===== src/sv/brbs_pkg.sv =====
// Shared constants, codes and beat types for the byte range block segmenter.
package brbs_pkg;

  localparam int unsigned BLOCK_BYTES          = 4194304;
  localparam int unsigned MAX_BLOCKS_PER_GROUP = 64;

  localparam int SIZE_W    = 48;
  localparam int BLK_W     = 32;
  localparam int OFF_W     = 22;
  localparam int LEN_W     = 23;
  localparam int KIND_W    = 3;
  localparam int STAT_W    = 2;
  localparam int CFG_IDX_W = 2;
  localparam int CNT_W     = $clog2(MAX_BLOCKS_PER_GROUP + 1);

  typedef enum logic [CFG_IDX_W-1:0] {
    CFG_OBJECT_SIZE = 2'd0,
    CFG_RANGE_KIND  = 2'd1,
    CFG_RANGE_FIRST = 2'd2,
    CFG_RANGE_LAST  = 2'd3
  } cfg_idx_t;

  localparam logic [KIND_W-1:0] KIND_NONE       = 3'd0;
  localparam logic [KIND_W-1:0] KIND_FIRST_LAST = 3'd1;
  localparam logic [KIND_W-1:0] KIND_OPEN       = 3'd2;
  localparam logic [KIND_W-1:0] KIND_SUFFIX     = 3'd3;

  typedef enum logic [STAT_W-1:0] {
    ST_FULL      = 2'd0,
    ST_PARTIAL   = 2'd1,
    ST_MALFORMED = 2'd2,
    ST_UNSAT     = 2'd3
  } stat_t;

  typedef struct packed {
    logic [BLK_W-1:0]  first_block;
    logic [BLK_W-1:0]  last_block;
    logic [OFF_W-1:0]  group_offset;
    logic [SIZE_W-1:0] group_bytes;
  } in_t;

  typedef struct packed {
    logic [STAT_W-1:0] status;
    logic              seg_valid;
    logic [BLK_W-1:0]  seg_block;
    logic [OFF_W-1:0]  seg_offset;
    logic [LEN_W-1:0]  seg_length;
    logic              range_done;
    logic              last_of_run;
  } out_t;

  typedef struct packed {
    logic load_in;
    logic res_a;
    logic res_b;
    logic check;
    logic step;
    logic push_pend;
    logic flush;
  } cmd_t;

  typedef struct packed {
    logic resolved;
    logic finished;
    logic grp_skip;
    logic grp_empty;
    logic seg_hit;
    logic step_last;
    logic pend_valid;
    logic out_busy;
  } sts_t;

endpackage


===== src/sv/brbs_ctrl.sv =====
// Sequencer for resolve, group check, per-block walk and final beat.
module brbs_ctrl (
  input  logic          clk,
  input  logic          rst_n,
  input  logic          in_valid,
  output logic          in_stall,
  input  brbs_pkg::sts_t sts,
  output brbs_pkg::cmd_t cmd
);

  typedef enum logic [5:0] {
    S_IDLE  = 6'b000001,
    S_RES_A = 6'b000010,
    S_RES_B = 6'b000100,
    S_CHECK = 6'b001000,
    S_STEP  = 6'b010000,
    S_FLUSH = 6'b100000
  } state_t;

  state_t state_r;
  state_t state_nxt;

  assign in_stall = (state_r != S_IDLE);

  always_comb begin
    cmd       = '0;
    state_nxt = state_r;
    unique case (state_r)
      S_IDLE: begin
        if (in_valid) begin
          cmd.load_in = 1'b1;
          state_nxt   = sts.resolved ? S_CHECK : S_RES_A;
        end
      end
      S_RES_A: begin
        cmd.res_a = 1'b1;
        state_nxt = S_RES_B;
      end
      S_RES_B: begin
        cmd.res_b = 1'b1;
        state_nxt = S_CHECK;
      end
      S_CHECK: begin
        cmd.check = 1'b1;
        if (sts.finished || sts.grp_skip || sts.grp_empty) begin
          state_nxt = S_FLUSH;
        end else begin
          state_nxt = S_STEP;
        end
      end
      S_STEP: begin
        if (!(sts.seg_hit && sts.pend_valid && sts.out_busy)) begin
          cmd.step      = 1'b1;
          cmd.push_pend = sts.seg_hit && sts.pend_valid;
          if (sts.step_last) begin
            state_nxt = S_FLUSH;
          end
        end
      end
      S_FLUSH: begin
        if (!sts.out_busy) begin
          cmd.flush = 1'b1;
          state_nxt = S_IDLE;
        end
      end
      default: begin
        state_nxt = S_IDLE;
      end
    endcase
  end

  always_ff @(posedge clk) begin
    if (!rst_n) begin
      state_r <= S_IDLE;
    end else begin
      state_r <= state_nxt;
    end
  end

endmodule


===== src/sv/brbs_dp.sv =====
// Datapath: configuration, range state, block walk arithmetic and output beat.
module brbs_dp (
  input  logic                               clk,
  input  logic                               rst_n,
  input  brbs_pkg::cmd_t                     cmd,
  output brbs_pkg::sts_t                     sts,
  input  brbs_pkg::in_t                      in_data,
  input  logic                               cfg_we,
  input  logic [brbs_pkg::CFG_IDX_W-1:0]     cfg_index,
  input  logic [brbs_pkg::SIZE_W-1:0]        cfg_wdata,
  output logic                               out_valid,
  input  logic                               out_stall,
  output brbs_pkg::out_t                     out_data
);

  localparam logic [brbs_pkg::LEN_W-1:0] BLOCK_L = brbs_pkg::LEN_W'(brbs_pkg::BLOCK_BYTES);
  localparam logic [brbs_pkg::BLK_W-1:0] MAXB_M1 =
    brbs_pkg::BLK_W'(brbs_pkg::MAX_BLOCKS_PER_GROUP - 1);

  logic [brbs_pkg::SIZE_W-1:0] obj_size_r, obj_size_nxt;
  logic [brbs_pkg::KIND_W-1:0] kind_r, kind_nxt;
  logic [brbs_pkg::SIZE_W-1:0] rfirst_r, rfirst_nxt;
  logic [brbs_pkg::SIZE_W-1:0] rlast_r, rlast_nxt;

  brbs_pkg::in_t               in_r, in_nxt;
  logic [brbs_pkg::SIZE_W-1:0] start_r, start_nxt;
  logic [brbs_pkg::SIZE_W-1:0] end_r, end_nxt;

  logic [brbs_pkg::SIZE_W-1:0] skip_r, skip_nxt;
  logic [brbs_pkg::SIZE_W-1:0] need_r, need_nxt;
  logic                        resolved_r, resolved_nxt;
  logic                        finished_r, finished_nxt;
  brbs_pkg::stat_t             status_r, status_nxt;

  logic [brbs_pkg::BLK_W-1:0]  blk_r, blk_nxt;
  logic [brbs_pkg::OFF_W-1:0]  off_r, off_nxt;
  logic [brbs_pkg::SIZE_W-1:0] rem_r, rem_nxt;
  logic [brbs_pkg::CNT_W-1:0]  cnt_r, cnt_nxt;

  logic                        pend_valid_r, pend_valid_nxt;
  logic [brbs_pkg::BLK_W-1:0]  pblk_r, pblk_nxt;
  logic [brbs_pkg::OFF_W-1:0]  poff_r, poff_nxt;
  logic [brbs_pkg::LEN_W-1:0]  plen_r, plen_nxt;
  logic                        pdone_r, pdone_nxt;

  logic                        out_valid_r, out_valid_nxt;
  brbs_pkg::out_t              out_r, out_nxt;

  logic                        grp_skip;
  logic                        grp_empty;
  logic [brbs_pkg::BLK_W-1:0]  grp_diff;
  logic [brbs_pkg::CNT_W-1:0]  grp_cnt;
  logic                        res_ok;
  logic [brbs_pkg::LEN_W-1:0]  room;
  logic [brbs_pkg::LEN_W-1:0]  cur;
  logic [brbs_pkg::LEN_W-1:0]  raw;
  logic [brbs_pkg::LEN_W-1:0]  len;
  logic                        hit;
  logic                        fin;
  logic                        step_last;
  logic [brbs_pkg::OFF_W-1:0]  seg_off;

  assign grp_skip  = (skip_r >= in_r.group_bytes);
  assign grp_empty = (in_r.last_block < in_r.first_block);
  assign grp_diff  = in_r.last_block - in_r.first_block;
  assign grp_cnt   = (grp_diff >= MAXB_M1) ? brbs_pkg::CNT_W'(brbs_pkg::MAX_BLOCKS_PER_GROUP)
                                           : grp_diff[brbs_pkg::CNT_W-1:0] + brbs_pkg::CNT_W'(1);

  assign res_ok = (kind_r == brbs_pkg::KIND_SUFFIX) ? (rfirst_r != '0) : (start_r <= end_r);

  assign room      = ({1'b0, off_r} < BLOCK_L) ? BLOCK_L - {1'b0, off_r} : '0;
  assign cur       = (rem_r < brbs_pkg::SIZE_W'(room)) ? rem_r[brbs_pkg::LEN_W-1:0] : room;
  assign hit       = (skip_r < brbs_pkg::SIZE_W'(cur));
  assign raw       = cur - skip_r[brbs_pkg::LEN_W-1:0];
  assign len       = (need_r < brbs_pkg::SIZE_W'(raw)) ? need_r[brbs_pkg::LEN_W-1:0] : raw;
  assign fin       = hit && (need_r <= brbs_pkg::SIZE_W'(raw));
  assign step_last = (cnt_r == brbs_pkg::CNT_W'(1)) || (rem_r == brbs_pkg::SIZE_W'(cur)) || fin;
  assign seg_off   = off_r + skip_r[brbs_pkg::OFF_W-1:0];

  assign sts.resolved   = resolved_r;
  assign sts.finished   = finished_r;
  assign sts.grp_skip   = grp_skip;
  assign sts.grp_empty  = grp_empty;
  assign sts.seg_hit    = hit;
  assign sts.step_last  = step_last;
  assign sts.pend_valid = pend_valid_r;
  assign sts.out_busy   = out_valid_r && out_stall;

  assign out_valid = out_valid_r;
  assign out_data  = out_r;

  always_comb begin
    obj_size_nxt   = obj_size_r;
    kind_nxt       = kind_r;
    rfirst_nxt     = rfirst_r;
    rlast_nxt      = rlast_r;
    in_nxt         = in_r;
    start_nxt      = start_r;
    end_nxt        = end_r;
    skip_nxt       = skip_r;
    need_nxt       = need_r;
    resolved_nxt   = resolved_r;
    finished_nxt   = finished_r;
    status_nxt     = status_r;
    blk_nxt        = blk_r;
    off_nxt        = off_r;
    rem_nxt        = rem_r;
    cnt_nxt        = cnt_r;
    pend_valid_nxt = pend_valid_r;
    pblk_nxt       = pblk_r;
    poff_nxt       = poff_r;
    plen_nxt       = plen_r;
    pdone_nxt      = pdone_r;
    out_valid_nxt  = out_valid_r;
    out_nxt        = out_r;

    if (cmd.load_in) begin
      in_nxt = in_data;
    end

    if (cmd.res_a) begin
      end_nxt = ((kind_r == brbs_pkg::KIND_FIRST_LAST) && (rlast_r < obj_size_r))
                ? rlast_r : obj_size_r - brbs_pkg::SIZE_W'(1);
      if (kind_r == brbs_pkg::KIND_SUFFIX) begin
        start_nxt = (rfirst_r >= obj_size_r) ? '0 : obj_size_r - rfirst_r;
      end else begin
        start_nxt = rfirst_r;
      end
    end

    if (cmd.res_b) begin
      resolved_nxt = 1'b1;
      finished_nxt = 1'b0;
      skip_nxt     = '0;
      need_nxt     = '0;
      priority if (obj_size_r == '0) begin
        status_nxt   = (kind_r == brbs_pkg::KIND_NONE) ? brbs_pkg::ST_FULL : brbs_pkg::ST_UNSAT;
        finished_nxt = 1'b1;
      end else if (kind_r == brbs_pkg::KIND_NONE) begin
        status_nxt = brbs_pkg::ST_FULL;
        need_nxt   = obj_size_r;
      end else if ((kind_r == brbs_pkg::KIND_FIRST_LAST) || (kind_r == brbs_pkg::KIND_OPEN) ||
                   (kind_r == brbs_pkg::KIND_SUFFIX)) begin
        if (res_ok) begin
          status_nxt = brbs_pkg::ST_PARTIAL;
          skip_nxt   = start_r;
          need_nxt   = end_r - start_r + brbs_pkg::SIZE_W'(1);
        end else begin
          status_nxt   = brbs_pkg::ST_UNSAT;
          finished_nxt = 1'b1;
        end
      end else begin
        status_nxt   = brbs_pkg::ST_MALFORMED;
        finished_nxt = 1'b1;
      end
    end

    if (cmd.check) begin
      if (!finished_r && grp_skip) begin
        skip_nxt = skip_r - in_r.group_bytes;
      end
      blk_nxt = in_r.first_block;
      off_nxt = in_r.group_offset;
      rem_nxt = in_r.group_bytes;
      cnt_nxt = grp_cnt;
    end

    if (cmd.step) begin
      if (hit) begin
        skip_nxt       = '0;
        need_nxt       = need_r - brbs_pkg::SIZE_W'(len);
        pend_valid_nxt = 1'b1;
        pblk_nxt       = blk_r;
        poff_nxt       = seg_off;
        plen_nxt       = len;
        pdone_nxt      = fin;
        if (fin) begin
          finished_nxt = 1'b1;
        end
      end else begin
        skip_nxt = skip_r - brbs_pkg::SIZE_W'(cur);
      end
      rem_nxt = rem_r - brbs_pkg::SIZE_W'(cur);
      off_nxt = '0;
      blk_nxt = blk_r + brbs_pkg::BLK_W'(1);
      cnt_nxt = cnt_r - brbs_pkg::CNT_W'(1);
    end

    if (out_valid_r && !out_stall) begin
      out_valid_nxt = 1'b0;
    end

    if (cmd.push_pend) begin
      out_valid_nxt       = 1'b1;
      out_nxt.status      = status_r;
      out_nxt.seg_valid   = 1'b1;
      out_nxt.seg_block   = pblk_r;
      out_nxt.seg_offset  = poff_r;
      out_nxt.seg_length  = plen_r;
      out_nxt.range_done  = pdone_r;
      out_nxt.last_of_run = 1'b0;
    end

    if (cmd.flush) begin
      out_valid_nxt       = 1'b1;
      out_nxt.status      = status_r;
      out_nxt.last_of_run = 1'b1;
      pend_valid_nxt      = 1'b0;
      if (pend_valid_r) begin
        out_nxt.seg_valid  = 1'b1;
        out_nxt.seg_block  = pblk_r;
        out_nxt.seg_offset = poff_r;
        out_nxt.seg_length = plen_r;
        out_nxt.range_done = pdone_r;
      end else begin
        out_nxt.seg_valid  = 1'b0;
        out_nxt.seg_block  = '0;
        out_nxt.seg_offset = '0;
        out_nxt.seg_length = '0;
        out_nxt.range_done = finished_r;
      end
    end

    if (cfg_we) begin
      resolved_nxt = 1'b0;
      unique case (brbs_pkg::cfg_idx_t'(cfg_index))
        brbs_pkg::CFG_OBJECT_SIZE: obj_size_nxt = cfg_wdata;
        brbs_pkg::CFG_RANGE_KIND:  kind_nxt     = cfg_wdata[brbs_pkg::KIND_W-1:0];
        brbs_pkg::CFG_RANGE_FIRST: rfirst_nxt   = cfg_wdata;
        brbs_pkg::CFG_RANGE_LAST:  rlast_nxt    = cfg_wdata;
        default: begin
          resolved_nxt = resolved_r;
        end
      endcase
    end
  end

  always_ff @(posedge clk) begin
    if (!rst_n) begin
      obj_size_r   <= '0;
      kind_r       <= '0;
      rfirst_r     <= '0;
      rlast_r      <= '0;
      skip_r       <= '0;
      need_r       <= '0;
      resolved_r   <= 1'b0;
      finished_r   <= 1'b0;
      status_r     <= brbs_pkg::ST_FULL;
      cnt_r        <= '0;
      pend_valid_r <= 1'b0;
      out_valid_r  <= 1'b0;
    end else begin
      obj_size_r   <= obj_size_nxt;
      kind_r       <= kind_nxt;
      rfirst_r     <= rfirst_nxt;
      rlast_r      <= rlast_nxt;
      skip_r       <= skip_nxt;
      need_r       <= need_nxt;
      resolved_r   <= resolved_nxt;
      finished_r   <= finished_nxt;
      status_r     <= status_nxt;
      cnt_r        <= cnt_nxt;
      pend_valid_r <= pend_valid_nxt;
      out_valid_r  <= out_valid_nxt;
    end
  end

  always_ff @(posedge clk) begin
    in_r    <= in_nxt;
    start_r <= start_nxt;
    end_r   <= end_nxt;
    blk_r   <= blk_nxt;
    off_r   <= off_nxt;
    rem_r   <= rem_nxt;
    pblk_r  <= pblk_nxt;
    poff_r  <= poff_nxt;
    plen_r  <= plen_nxt;
    pdone_r <= pdone_nxt;
    out_r   <= out_nxt;
  end

`ifndef NO_ASSERTIONS
  a_flush_shows_last: assert property (@(posedge clk) disable iff (!rst_n)
    cmd.flush |=> (out_valid_r && out_r.last_of_run))
    else $error("final beat of an item not presented");

  a_pend_pushed: assert property (@(posedge clk) disable iff (!rst_n)
    (cmd.step && hit && pend_valid_r) |-> cmd.push_pend)
    else $error("held segment overwritten by a new one");

  a_no_overwrite: assert property (@(posedge clk) disable iff (!rst_n)
    (cmd.push_pend || cmd.flush) |-> !(out_valid_r && out_stall))
    else $error("output beat replaced while stalled");

  a_finished_no_need: assert property (@(posedge clk) disable iff (!rst_n)
    finished_r |-> (need_r == '0))
    else $error("range marked done with bytes still needed");
`endif

endmodule


===== src/sv/byte_range_block_segmenter.sv =====
// Top level of the byte range block segmenter: sequencer plus datapath.
//
//   channel | direction | handshake          | beat
//   in_     | input     | in_valid/in_stall   | brbs_pkg::in_t, one block group
//   out_    | output    | out_valid/out_stall | brbs_pkg::out_t, one segment or status
//   cfg_    | input     | cfg_we              | cfg_index, cfg_wdata
//
// A group is accepted in S_IDLE; the range is resolved in S_RES_A and S_RES_B on the first
// group after reset or a register write; S_CHECK checks the group; S_STEP visits each block
// (at most 64, ending early when the group's bytes or the range run out); S_FLUSH presents the final beat.
// The per-block walk through the datapath's skip/need arithmetic sets the rate.
// Output stall holds the walk when a second segment is found and holds the final beat.
// Reset is synchronous; no clearing pass follows it.
module byte_range_block_segmenter (
  input  logic                           clk,
  input  logic                           rst_n,
  input  logic                           in_valid,
  output logic                           in_stall,
  input  brbs_pkg::in_t                  in_data,
  output logic                           out_valid,
  input  logic                           out_stall,
  output brbs_pkg::out_t                 out_data,
  input  logic                           cfg_we,
  input  logic [brbs_pkg::CFG_IDX_W-1:0] cfg_index,
  input  logic [brbs_pkg::SIZE_W-1:0]    cfg_wdata
);

  brbs_pkg::cmd_t cmd;
  brbs_pkg::sts_t sts;

  brbs_ctrl u_ctrl (
    .clk      (clk),
    .rst_n    (rst_n),
    .in_valid (in_valid),
    .in_stall (in_stall),
    .sts      (sts),
    .cmd      (cmd)
  );

  brbs_dp u_dp (
    .clk       (clk),
    .rst_n     (rst_n),
    .cmd       (cmd),
    .sts       (sts),
    .in_data   (in_data),
    .cfg_we    (cfg_we),
    .cfg_index (cfg_index),
    .cfg_wdata (cfg_wdata),
    .out_valid (out_valid),
    .out_stall (out_stall),
    .out_data  (out_data)
  );

endmodule

===== config.mk =====
export PLATFORM = sky130hd
export DESIGN_NAME = byte_range_block_segmenter
export DESIGN_NICKNAME = d
export VERILOG_FILES = /design/src/sv/brbs_pkg.sv /design/src/sv/brbs_ctrl.sv /design/src/sv/brbs_dp.sv /design/src/sv/byte_range_block_segmenter.sv
export SDC_FILE = /design/constraint.sdc
export NUM_CORES = 2
export LEC_CHECK = 0
export BUFFER_PORTS_ARGS = -buffer_cell sky130_fd_sc_hd__clkbuf_2
export CORE_AREA = 3 3 374 560
export CTS_BUF_LIST = sky130_fd_sc_hd__clkbuf_8 sky130_fd_sc_hd__clkbuf_16
export CTS_CLUSTER_DIAMETER = 50
export CTS_CLUSTER_SIZE = 25
export DETAILED_ROUTE_END_ITERATION = 6
export DIE_AREA = 0 0 377 563
export PLACE_DENSITY = 0.39
export SLEW_MARGIN = 20
export SYNTH_ARGS = -nofsm -noshare
export SYNTH_HDL_FRONTEND = slang
export SYNTH_HIERARCHICAL = 1
export SYNTH_SLANG_ARGS = --single-unit

===== constraint.sdc =====
create_clock -name clk -period 17.88 [get_ports clk]
set_input_delay 4.47 -clock clk [delete_from_list [all_inputs] [get_ports clk]]
set_output_delay 4.47 -clock clk [all_outputs]
set_load 0.005 [all_outputs]

After elaboration in Yosys (flattened, before gate mapping)
Cells that the tools add are included.

Add/sub/neg operators: 15. Multiply operators: 0. Divide/modulo/power cells: 0. $lt $le $gt $ge: 10. Equal/unequal tests: 19. Shifts and indexed selects: 0. Muxes and demuxes: 64. Bitwise gates (word level): 1. Reduce and logical (&&, ||, !) cells: 30.

Operator list (count): $mux W48 (21); $mux W82 (2); $lt A48 B23 Y1 (3); $sub A48 B23 Y48 (3); $sub A48 B48 Y48 (3); $ge A48 B48 Y1 (2); $mux W79 (1); $mux W32 (2); $add A48 B1 Y48 const B (1); $eq A48 B23 Y1 (1); $le A48 B23 Y1 (1); $le A48 B48 Y1 (1); $logic_not A48 Y1 (1); $lt A48 B48 Y1 (1); $reduce_bool A48 Y1 (1); $sub A48 B1 Y48 const B (1); $mux W23 (2); $pmux W6 S6 (1); $add A32 B1 Y32 const B (1); $ge A32 B6 Y1 const B (1); $lt A32 B32 Y1 (1); $sub A32 B32 Y32 (1); $mux W6 (5); $sub A23 B22 Y23 const A (1); 33 further kinds (81).

Register bits after elaboration: 754. Bits in latches: 0. Memory bits (writable): 0. ROM bits: 0. Input port bits: 189. Output and inout bits: 84. Memories: 0.

Logic depth before layout (Yosys ltp)
Depth in word-level cells: 10. Mapped depth: 59. Depth with buffers taken out: 55.

By module
The synthesis kept the hierarchy.

Modules (own cells, without submodules): brbs_dp (instances 1, cells each 5534, area each 50797.5 um^2, seq. area each 19668.9 um^2); brbs_ctrl (instances 1, cells each 41, area each 352.8 um^2, seq. area each 120.1 um^2).

Least setup slack after synthesis
Ideal clock, no wire load.

Kind: reg2reg. From: reg u_dp/off_r[2] (netlist name). To: reg u_dp/need_r[24] (netlist name). Setup time: 0.116 ns. Data arrival time: 11.584 ns. Path slack: 6.179 ns. Cell stages (with the launch flop): 59. Clock period less this slack: 11.701 ns. Cell sequence: dfxtp_1 > nor4_1 > nand2_1 > nor3_1 > nand2b_1 > or4_1 > or4_1 > nor3_1 > xnor2_1 > inv_1 > ha_1 > a21o_1 > a211o_1 > a211oi_1 > a21oi_1 > buf_2 > mux2_2 > ha_1 > [23 not listed] > nor2_1 > a21oi_1 > ha_1 > fa_1 > nor2b_1 > o21ai_0 > a21oi_1 > o21ai_0 > o21ai_0 > a221o_1 > a21oi_1 > o21ai_0 > a211oi_1 > a311oi_2 > buf_4 > a211oi_1 > xor2_1 > o211a_1.

Longest elaborated chain between the ends: 9. Elaborated cells on any way between the ends: 14. Classes of those cells: add/sub: 3; order compare: 3; mux: 6; reduce/logical: 2.

Ends and longest elaborated chain: start, declared (RTL line brbs_dp.sv:36) `logic [brbs_pkg::OFF_W-1:0] off_r, off_nxt;`; start signal, assigned (RTL line brbs_dp.sv:273) `off_r <= off_nxt;`; $sub A23 B22 Y23 (*) (RTL line brbs_dp.sv:71) `assign room = ({1'b0, off_r} < BLOCK_L) ? BLOCK_L - {1'b0, off_r} : '0;`; $lt A48 B23 Y1 (RTL line brbs_dp.sv:72) `assign cur = (rem_r < brbs_pkg::SIZE_W'(room)) ? rem_r[brbs_pkg::LEN_W-1:0] : room;`; $mux W23 (*) (RTL line brbs_dp.sv:72); $sub A23 B23 Y23 (*) (RTL line brbs_dp.sv:74) `assign raw = cur - skip_r[brbs_pkg::LEN_W-1:0];`; $lt A48 B23 Y1 (RTL line brbs_dp.sv:75) `assign len = (need_r < brbs_pkg::SIZE_W'(raw)) ? need_r[brbs_pkg::LEN_W-1:0] : raw;`; $mux W23 (*) (RTL line brbs_dp.sv:75); via u_dp.len (one bit) (RTL line brbs_dp.sv:57) `logic [brbs_pkg::LEN_W-1:0] len;`; $sub A48 B23 Y48 (*) (RTL line brbs_dp.sv:171) `need_nxt = need_r - brbs_pkg::SIZE_W'(len);`; $mux W48 (*) (RTL line brbs_dp.sv:169) `if (hit) begin`; $mux W48 (*) (RTL line brbs_dp.sv:168) `if (cmd.step) begin`; end signal, assigned (RTL line brbs_dp.sv:258) `need_r <= need_nxt;`; end, declared (RTL line brbs_dp.sv:30) `logic [brbs_pkg::SIZE_W-1:0] need_r, need_nxt;`.

Mark *: on every way through the listed nets, which the timed path passes. The rest lies on a longest branch. A chain may end at the register's enable or synchronous reset.

Final worst setup path
From: reg u_dp/off_r[2] (netlist name). To: reg u_dp/need_r[44] (netlist name).

Same word-level chain as after synthesis.

==> impl_metrics.toml <==
[yosys]
ys_ff_latch = 754
synthSimpleGateAreaFrac_pct = 15.3
synth_fp_nets = 6246
ys_warn_count = 6
syn-mean-instance-area_um2 = 9.17
synth-main-ff-cell = "edfxtp_1"
synthCells = 5575
synth-compound-area-share_pct = 19.1
ys_types = 112
ys_seq_area_share_pct = 38.7
synth_xor_area_share_pct = 6.85
synthAdderAreaFrac_pct = 11.9
synthArstFlopShare_pct = 0
synth_edf_count = 469
synth_top_family_by_area = "compound AO/OA/AOI/OAI gates"
synthMuxAreaShare_pct = 2.81
syn_area_mm2 = 0.0512

[detailed_routing]
drt_iter0_drc = 2220
vias_per_cell = 4.81
wl_um = 180000
detail-route-antenna-nets = 0
post_drt_wl_per_cell_um = 21.1
first_pass_iters = 6
num_vias = 41168
drc = 0

[pwr]
pwr-share-clk_pct = 38.4
p_switching_mw = 2.07
p_sw_share_pct = 34.8
finalPower_mw = 5.95
leakagePower_nw = 24.2
ir_drop_mv = 0.0786
p_int_mw = 3.88
power_density_mw_per_mm2 = 100
seqPwrFrac_pct = 33.6
p_comb_share_pct = 28.1

[setup_path]
critical-path-top-delay-family = "compound AO/OA/AOI/OAI gates"
required_ps = 18510
cp.arrival_ps = 14620
cp_num_buf_inv = 4
rr_endpoint = "u_dp/need_r[44]"
crit_path_max_fanout = 26
regToRegStartpoint = "u_dp/off_r[2]"
crit_cells = 53
worstRegToRegCells = 53
slowest_stage = "a311oi_4"
crit_type = "reg -> reg"
endpoint = "u_dp/need_r[44]"
end_kind = "flip-flop"
cpPeakStageDelay_ps = 760
cp-start-kind = "flip-flop"
startpoint = "u_dp/off_r[2]"
rrSetupSlack_ps = 3890

[layout]
finalInstanceArea_mm2 = 0.0594
fin_nets = 6463
fill_cells = 21845
drive_above_1_share_pct = 11.7
seq_area_mm2 = 0.0198
multi_input_area_mm2 = 0.0288
mostFrequentLayoutCell = "nand2_1"
syn2layout_area_growth_pct = 16.0
mostFrequentLayoutCells = "544 x nand2_1, 512 x a21oi_1, 473 x ha_1"

[placement]
gp_congestion = 0.861
dpl_cell_area_mm2 = 0.0554
hpwl_um = 142000
io_buffers = 272

[cts]
clk_latency_ps = 740
cts_sinks = 754
cts_tree = "done"
cts_resized = 0
numCtsBuffers = 112
cts_root_buf = "clkbuf_16"
path_clk_slew_ps = 60
htree_levels = 3
cts_buffer_depth = 3
cts_hold_buf = 0
cts_setup_buffers = 0

[die]
die_area_mm2 = 0.212
die_h_um = 563
die_w_um = 377
initial_core_util_pct = 25.0
num_rows = 203
core_area_mm2 = 0.205
ios = 273

[worst_hold_path]
hold_class = "reg -> reg"

[grt]
grt_pass1_wl_um = 268000
grt_use_total_pct = 16.5
overflow = 0
grt_pass1_vias = 42169
antenna_found_initial = 13
grt_max_degree = 77

[sta]
tightest_slew_ps = 973
max_slew_margin_pct = 35.0
fin_crit_sh_pct = 78.3
finalMaxSlewViolations = 0
fin_tns_setup_ps = 0
rsz0062_at_grt = "no"
finalSetupViolations = 0
max_freq_mhz = 71.5
fin_skew_ps = 31.5
layout_min_cycle_time_ps = 13990
hold_viol = 0

[run_status]
status = "finished clean"

[flow_run]
cap_viol_max_count = 0
power by group through the flow:
stage          combinational, mW  sequential (mW)  clock [mW]
2_1_floorplan               1.23             2.00           0
3_3_place_gp                1.67             2.04           0
3_5_place_dp                1.67             2.03           0
4_1_cts                     1.68             2.00        2.37
5_1_grt                     1.85             2.00        2.43
6_report                    1.67             2.00        2.28
Yosys cell counts (27+ instances only):
cell | n | share of area [%]
nand4_1 | 67 | 0.82
nor3_1 | 94 | 0.92
xnor2_1 | 264 | 4.5
inv_1 | 462 | 3.4
nor2_1 | 370 | 2.7
ha_1 | 473 | 12
mux2i_1 | 61 | 1.2
mux2_2 | 70 | 1.5
nand2_1 | 545 | 4.0
o21bai_1 | 39 | 0.57
xor2_1 | 130 | 2.2
o211ai_1 | 27 | 0.40
o22ai_1 | 30 | 0.37
o21ai_0 | 266 | 2.6
nand2b_1 | 63 | 0.77
nor2b_1 | 137 | 1.7
buf_2 | 31 | 0.30
nand3_1 | 86 | 0.84
o31ai_1 | 27 | 0.40
edfxtp_1 | 469 | 28
nor4_1 | 54 | 0.66
a211oi_1 | 44 | 0.65
a21o_1 | 172 | 2.5
a221oi_1 | 39 | 0.67
a221o_1 | 28 | 0.55
o21a_1 | 53 | 0.78
and3_1 | 33 | 0.40
a222oi_1 | 34 | 0.67
a21oi_1 | 515 | 5.0
or3_1 | 45 | 0.55
clkbuf_1 | 157 | 1.2
dfxtp_1 | 285 | 11
layout make-up:
class / instances / share of cell area (%)
sequential: 754 / 33.3
antenna: 5 / 0.0211
tap: 2665 / 5.62
multi-input combinational: 4132 / 48.5
clock inverter: 96 / 1.71
inverter: 468 / 2.98
clock buffer: 118 / 4.88
timing repair buffer: 324 / 2.95
cells by family (layout without fill, tap and decap cells):
| logic type | after synthesis | count (layout) |
|---|---|---|
| flip-flops | 754 | 754 |
| adder cells (fa/ha/maj) | 483 | 483 |
| buffers and inverters | 689 | 1006 |
| AO/OA/AOI/OAI | 1498 | 1498 |
| other | 0 | 5 |
| AND/OR/NAND/NOR | 1620 | 1620 |
| XOR/XNOR | 397 | 397 |
| multiplexers | 134 | 134 |
registers in the layout, indices dropped and copies added (netlist names), 23 cells and up:
signal	flops
u_dp/skip_r	48
u_dp/pblk_r	32
u_dp/in_r	134
u_dp/rlast_r	48
u_dp/end_r	48
u_dp/need_r	48
u_dp/rfirst_r	48
u_dp/start_r	48
u_dp/rem_r	48
u_dp/out_data	82
u_dp/blk_r	32
u_dp/plen_r	23
u_dp/obj_size_r	48
how the worst min path moves through the flow:
stage                   startpoint         endpoint  slack [ps]  cells past startpoint
global route        u_dp/blk_r[11]  u_dp/pblk_r[11]         470                      0
detailed placement  u_dp/blk_r[11]  u_dp/pblk_r[11]         430                      0
floorplan           u_dp/blk_r[11]  u_dp/pblk_r[11]         430                      0
CTS                 u_dp/blk_r[11]  u_dp/pblk_r[11]         450                      0
global placement    u_dp/blk_r[11]  u_dp/pblk_r[11]         440                      0
finish              u_dp/blk_r[11]  u_dp/pblk_r[11]         450                      0
worst register-to-register path: cells and delay by family, from the launching register on:
family | cells | cell delay [ps]
xor+xnor | 2 | 360
simple gates | 13 | 3530
mux | 1 | 530
flops | 1 | 380
fa+ha+maj | 4 | 1190
compound gates | 29 | 7330
buf+inv | 4 | 610
layer usage:
layer,GRT usage [%],wire length (um)
met5,0,55
met3,2.27,6630
met1,19.8,77000
met4,5.16,5640
met2,30.2,91100
metrics by stage:
stage / setup WS [ps] / instances / hold slack [ps] / util, %
floorplan: 6180 / 5575 / 426 / -
global placement: 3570 / 8343 / 436 / 27.1
detailed placement: 3830 / 8343 / 434 / 27.1
CTS: 3730 / 8557 / 451 / 29.0
global route: 2830 / 8558 / 468 / 29.0
finish: 3890 / 8562 / 449 / 29.0
Note: power is estimated with default switching activity, not from simulation.
